===== src/sv/vdir_pkg.sv =====
// ----------------------------------------------------------------------------
// vdir_pkg
// Shared types and constants for the vertex dedup and index remap block.
// ----------------------------------------------------------------------------
package vdir_pkg;

    localparam int WORD_W     = 64;
    localparam int WPV_W      = 4;
    localparam int INDEX_W    = 8;
    localparam int TOTAL_W    = 9;
    localparam int IN_DATA_W  = 64;
    localparam int OUT_DATA_W = 24;
    localparam int OUT_USER_W = 2;

    localparam logic [WPV_W-1:0] WPV_RESET = 4'd3;

    typedef struct packed {
        logic capture;
        logic search_start;
        logic search_step;
        logic out_load;
    } ctrl_cmd_t;

    typedef struct packed {
        logic complete;
        logic done;
        logic out_free;
    } ctrl_stat_t;

endpackage


===== src/sv/vdir_ctrl.sv =====
// ----------------------------------------------------------------------------
// vdir_ctrl
// Sequencer: take words, scan the unique store, hand off the result beat.
// ----------------------------------------------------------------------------
module vdir_ctrl (
    input  logic                clk,
    input  logic                rst_n,
    input  logic                s_tvalid,
    output logic                s_tready,
    output vdir_pkg::ctrl_cmd_t cmd,
    input  vdir_pkg::ctrl_stat_t stat
);

    import vdir_pkg::*;

    localparam logic [1:0] ST_IDLE   = 2'd0;
    localparam logic [1:0] ST_SEARCH = 2'd1;
    localparam logic [1:0] ST_PUSH   = 2'd2;

    logic [1:0] state_reg;
    logic [1:0] state_next;

    always_comb
    begin
        state_next       = state_reg;
        s_tready         = 1'b0;
        cmd.capture      = 1'b0;
        cmd.search_start = 1'b0;
        cmd.search_step  = 1'b0;
        cmd.out_load     = 1'b0;
        case (state_reg)
            ST_IDLE:
            begin
                s_tready    = 1'b1;
                cmd.capture = s_tvalid;
                if (s_tvalid && stat.complete)
                begin
                    cmd.search_start = 1'b1;
                    state_next       = ST_SEARCH;
                end
            end
            ST_SEARCH:
            begin
                cmd.search_step = 1'b1;
                if (stat.done)
                begin
                    state_next = ST_PUSH;
                end
            end
            ST_PUSH:
            begin
                if (stat.out_free)
                begin
                    cmd.out_load = 1'b1;
                    state_next   = ST_IDLE;
                end
            end
            default:
            begin
                state_next = ST_IDLE;
            end
        endcase
    end

    always_ff @(posedge clk or negedge rst_n)
    begin
        if (!rst_n)
        begin
            state_reg <= ST_IDLE;
        end
        else
        begin
            state_reg <= state_next;
        end
    end

endmodule


===== config.mk =====
export PLATFORM = sky130hd
export DESIGN_NAME = vdir_ctrl
export DESIGN_NICKNAME = d
export VERILOG_FILES = /design/src/sv/vdir_pkg.sv /design/src/sv/vdir_ctrl.sv
export SDC_FILE = /design/constraint.sdc
export NUM_CORES = 1
export LEC_CHECK = 0
export ABC_CLOCK_PERIOD_IN_PS = 1180
export BUFFER_PORTS_ARGS = -buffer_cell sky130_fd_sc_hd__buf_2
export CORE_AREA = 2 2 39 41
export DETAILED_ROUTE_END_ITERATION = 7
export DIE_AREA = 0 0 41 43
export SKIP_LAST_GASP = 1
export SYNTH_ARGS = -nofsm -noshare
export SYNTH_HDL_FRONTEND = slang
export SYNTH_SLANG_ARGS = --single-unit

===== constraint.sdc =====
create_clock -name clk -period 1.18 [get_ports clk]
set_input_delay 0.059 -clock clk [delete_from_list [all_inputs] [get_ports clk]]
set_output_delay 0.059 -clock clk [all_outputs]
set_load 0.1 [all_outputs]

* Yosys cells after proc, flatten, opt, wreduce, memory -nomap -nowiden
Cells that the tools add are included.
** Cells by class
- Equality and inequality tests :: 5
- Reduce and logical (&&, ||, !) cells :: 3
- Muxes and demuxes :: 10
** Operator list (count)
- 2-to-1 mux 2 bit :: 4
- inequality test 2 bit, second input constant :: 3
- one-hot mux 2 bit (3 select lines) :: 1
- 2-to-1 mux 1 bit :: 5
- AND reduction 3 bit :: 1
- == test 2 x 1 -> 1 bit, second input constant :: 1
- == test 2 bit, second input constant :: 1
- zero test 2 bit :: 1
- logical AND 1 bit :: 1
** Storage, ports and cells
- Output and inout bits :: 5
- Input bits :: 6
- Register bits after elaboration :: 2
- Logic and storage cells :: 19

* Longest topological paths before layout
- Depth in word-level cells :: 3
- Gate-level depth with buffers :: 2
- Gate-level depth less buffers :: 2

* Worst setup path before layout
Ideal clock, no wire load.
- Kind :: reg2out
- Start point :: register state_reg[0]
- End point :: output port cmd[2] (netlist bit)
- Arrival time :: 2.163 ns
- Required time :: 1.121 ns
- Path slack :: -1.042 ns
- Cell stages (with the launch flop) :: 3
- Buffers on the path :: 0
- Path through :: dfrtp_1 -> nor2_2 -> and3_1
** RTL lines
- start, declared :: RTL line vdir_ctrl.sv:20 : logic [1:0] state_reg;
- start signal, assigned :: RTL line vdir_ctrl.sv:73 : state_reg <= state_next;
- end, declared :: RTL line vdir_ctrl.sv:10 : output vdir_pkg::ctrl_cmd_t cmd,

==> results.sh <==
export IMPL_ff2ff_setup_slack_ns=0.22
export IMPL_synth_warnings=0
export IMPL_synth_simple_gate_area_share_pct=34.69
export IMPL_drive_gt1_share_pct=78.57
export IMPL_port_buffers=10
export IMPL_ioPinCount=11
export IMPL_min_period_ns=1.182
export IMPL_initial_core_util_pct=8.861
export IMPL_status="finished, violations left"
export IMPL_dpl_instance_area_sq_um=280.3
export IMPL_grt_pass1_wl_um=503
export IMPL_worstSetupPathType="flip-flop to primary output"
export IMPL_grt_pass1_vias=162
export IMPL_max_cap_violations=0
export IMPL_post_drt_via_cell_ratio=3.455
export IMPL_cp_cell_sequence="nor2_4, and3_4, buf_12"
export IMPL_peakVddDrop_v=0.0005321
export IMPL_instances_no_fill=44
export IMPL_die_width_um=41
export IMPL_synth_nets=19
export IMPL_hold_path_class="input pin to flip-flop"
export IMPL_synth_area_sq_um=122.6
export IMPL_ys_top_cells_by_area="dfrtp_1 41%, a32o_2 9.2%, nor2b_2 7.1%"
export IMPL_netlist_area_leader_share_pct=40.82
export IMPL_cts_htree_levels=1
export IMPL_clk_pin_slew_ns=0.03
export IMPL_antenna_found_initial=0
export IMPL_yosys_area_share_adder_pct=0
export IMPL_final_setup_tns_ns=-0.001527
export IMPL_synth_compound_area_share_pct=15.31
export IMPL_yosys_area_top_type="dfrtp_1"
export IMPL_first_iter_violations=0
export IMPL_synth_mux_area_share_pct=0
export IMPL_largest_reg_flops=2
export IMPL_grt_max_degree=5
export IMPL_row_count=14
export IMPL_worstSkewPairLatency_ns=0.22
export IMPL_design_core_area_sq_um=1384
export IMPL_dp_cells=38
export IMPL_place_congestion=0.5378
export IMPL_die_y_um=43
export IMPL_numClockSinks=2
export IMPL_critPathTopFamily="flip-flops"
export IMPL_critical_path_required_ns=1.12
export IMPL_antennaDiodeCount=0
export IMPL_routed_wl_um=332
export IMPL_grt_use_total_pct=4.824
export IMPL_finalCritPeriodShare_pct=100.1
export IMPL_postLayoutCellArea_sq_um=329.1
export IMPL_use_met2_pct=7.813
export IMPL_cpPeakStageDelay_ns=0.42
export IMPL_grt_use_met3_pct=3.141
export IMPL_r2r_end="state_reg[0]$_DFFE_PN0P_"
export IMPL_cts_root_buf="clkbuf_4"
export IMPL_crit_arrival_ns=1.12
export IMPL_synth_xor_area_share_pct=0
export IMPL_dieArea_sq_um=1763
export IMPL_slew_violations=0
export IMPL_clock_path_buffers=2
export IMPL_syn_inst=13
export IMPL_min_delay_start="stat[1]"
export IMPL_cts_tree="built"
export IMPL_crit_fanout=3
export IMPL_grt_ovfl_total=0
export IMPL_violations="negative setup slack"
export IMPL_end_kind="primary output"
export IMPL_grt_busiest_layer="met2"
export IMPL_reg2reg_depth=3
export IMPL_syn_area_per_cell_sq_um=9.432
export IMPL_setup_viol=1
export IMPL_worstMarginPinSlew_ns=0.1954
export IMPL_power_total_mw=0.7445
export IMPL_final_antenna_net_count=0
export IMPL_yosysSeqAreaShare_pct=40.82
export IMPL_p_per_area_nw_per_um2=2262
export IMPL_drc=0
export IMPL_cts_buffers=3
export IMPL_rsz0062_at_grt="true"
export IMPL_fin_nets=36
export IMPL_hold_end="state_reg[1]$_DFFE_PN0P_"
export IMPL_critPathLaunchType="flip-flop"
export IMPL_skew_ns=0.0003806
export IMPL_p_leak_nw=0.1599
export IMPL_synth_distinct_cells=12
export IMPL_synth_seq_cells=2
export IMPL_syn2layout_area_growth_pct=168.4
export IMPL_synth_top_family_by_area="simple AND/OR/NAND/NOR gates"
export IMPL_fmax_ghz=0.8464
export IMPL_hold_violations=0
export IMPL_met1_usage_pct=2.581
export IMPL_avgRoutedWirePerCell_um=7.545
export IMPL_fillers=155
export IMPL_hold_depth=2
export IMPL_relSlewSlack_pct=86.91
export IMPL_vias=152
export IMPL_crit_buf_inv=1
export IMPL_fin_ws_ns=-0.001527
export IMPL_drtPass1Iterations=1
export IMPL_slowest_stage="dfrtp_2"
export IMPL_r2r_start="state_reg[1]$_DFFE_PN0P_"
[how the worst max path moves through the flow]
stage                                   from      to  slack, ns  depth (start not counted)
floorplan           state_reg[1]$_DFFE_PN0P_  cmd[2]      -0.32                          2
global placement    state_reg[0]$_DFFE_PN0P_  cmd[2]       0.14                          3
detailed placement  state_reg[0]$_DFFE_PN0P_  cmd[2]       0.14                          3
CTS                 state_reg[0]$_DFFE_PN0P_  cmd[2]      -0.02                          3
global route        state_reg[0]$_DFFE_PN0P_  cmd[2]      -0.04                          3
finish              state_reg[0]$_DFFE_PN0P_  cmd[2]     -0.002                          3
[Yosys cell counts]
cell / number
dfrtp_1: 2
a21o_1: 1
a32o_2: 1
and2_1: 1
and3_1: 1
buf_4: 1
inv_1: 1
nand2_1: 1
nor2_1: 1
nor2_2: 1
nor2b_2: 1
nor3b_1: 1
[cells in the final DEF, fill, tap and decap left out, drive strengths merged]
| cell type | instances |
|---|---|
| buf | 12 |
| clkbuf | 3 |
| nor2 | 2 |
| dfrtp | 2 |
| nor2b | 1 |
| nand2 | 1 |
| and2 | 1 |
| nor3b | 1 |
| a21o | 1 |
| inv | 1 |
| a32o | 1 |
| and3 | 1 |
| dlygate4sd3 | 1 |
[area by class of cell]
| type | instances | area [sq um] | area share [%] |
|---|---|---|---|
| Sequential cell | 2 | 51.30 | 15.59 |
| Multi-Input combinational cell | 9 | 81.33 | 24.71 |
| Clock buffer | 3 | 22.52 | 6.844 |
| Inverter | 1 | 3.754 | 1.141 |
| Timing Repair Buffer | 13 | 150.1 | 45.63 |
| Tap cell | 16 | 20.02 | 6.084 |
[routing by layer]
metal	share of wire (%)	up-vias	wire length, um
met5	0	-	0
met4	0	0	0
met3	9.9	0	33
met2	64	4	213
met1	26	72	86
li1	-	76	-
[where the power goes]
part	internal [mW]	total [mW]	switching (mW)
Sequential	0.0836	0.102	0.0179
Combinational	0.190	0.492	0.302
Clock	0.112	0.151	0.0386
Total	0.386	0.744	0.358
[through the flow]
step           hold WS, ns  setup slack (ns)  util (%)
3_5_place_dp       -0.1545            0.1395     20.25
4_1_cts            0.04876          -0.01534     23.78
5_1_grt            0.06333          -0.04034     23.78
3_3_place_gp       -0.1563            0.1432     20.25
6_report           0.06169         -0.001527     23.78
2_1_floorplan      -0.2366           -0.3176         -
[logic make-up (layout without fill, tap and decap cells)]
logic type / Yosys count / count (layout)
compound gates: 2 / 2
buf+inv: 2 / 17
flops: 2 / 2
simple gates: 7 / 7
[timing repair]
item / in CTS / in global routing
setup buffers: 2 / 0
hold endpoints to repair: 2 / 0
pin swaps: 2 / 0
setup endpoints to repair: 3 / 2
hold buffers: 1 / 0
gates resized for setup: 1 / 0
Note: power is estimated with default switching activity, not from simulation.
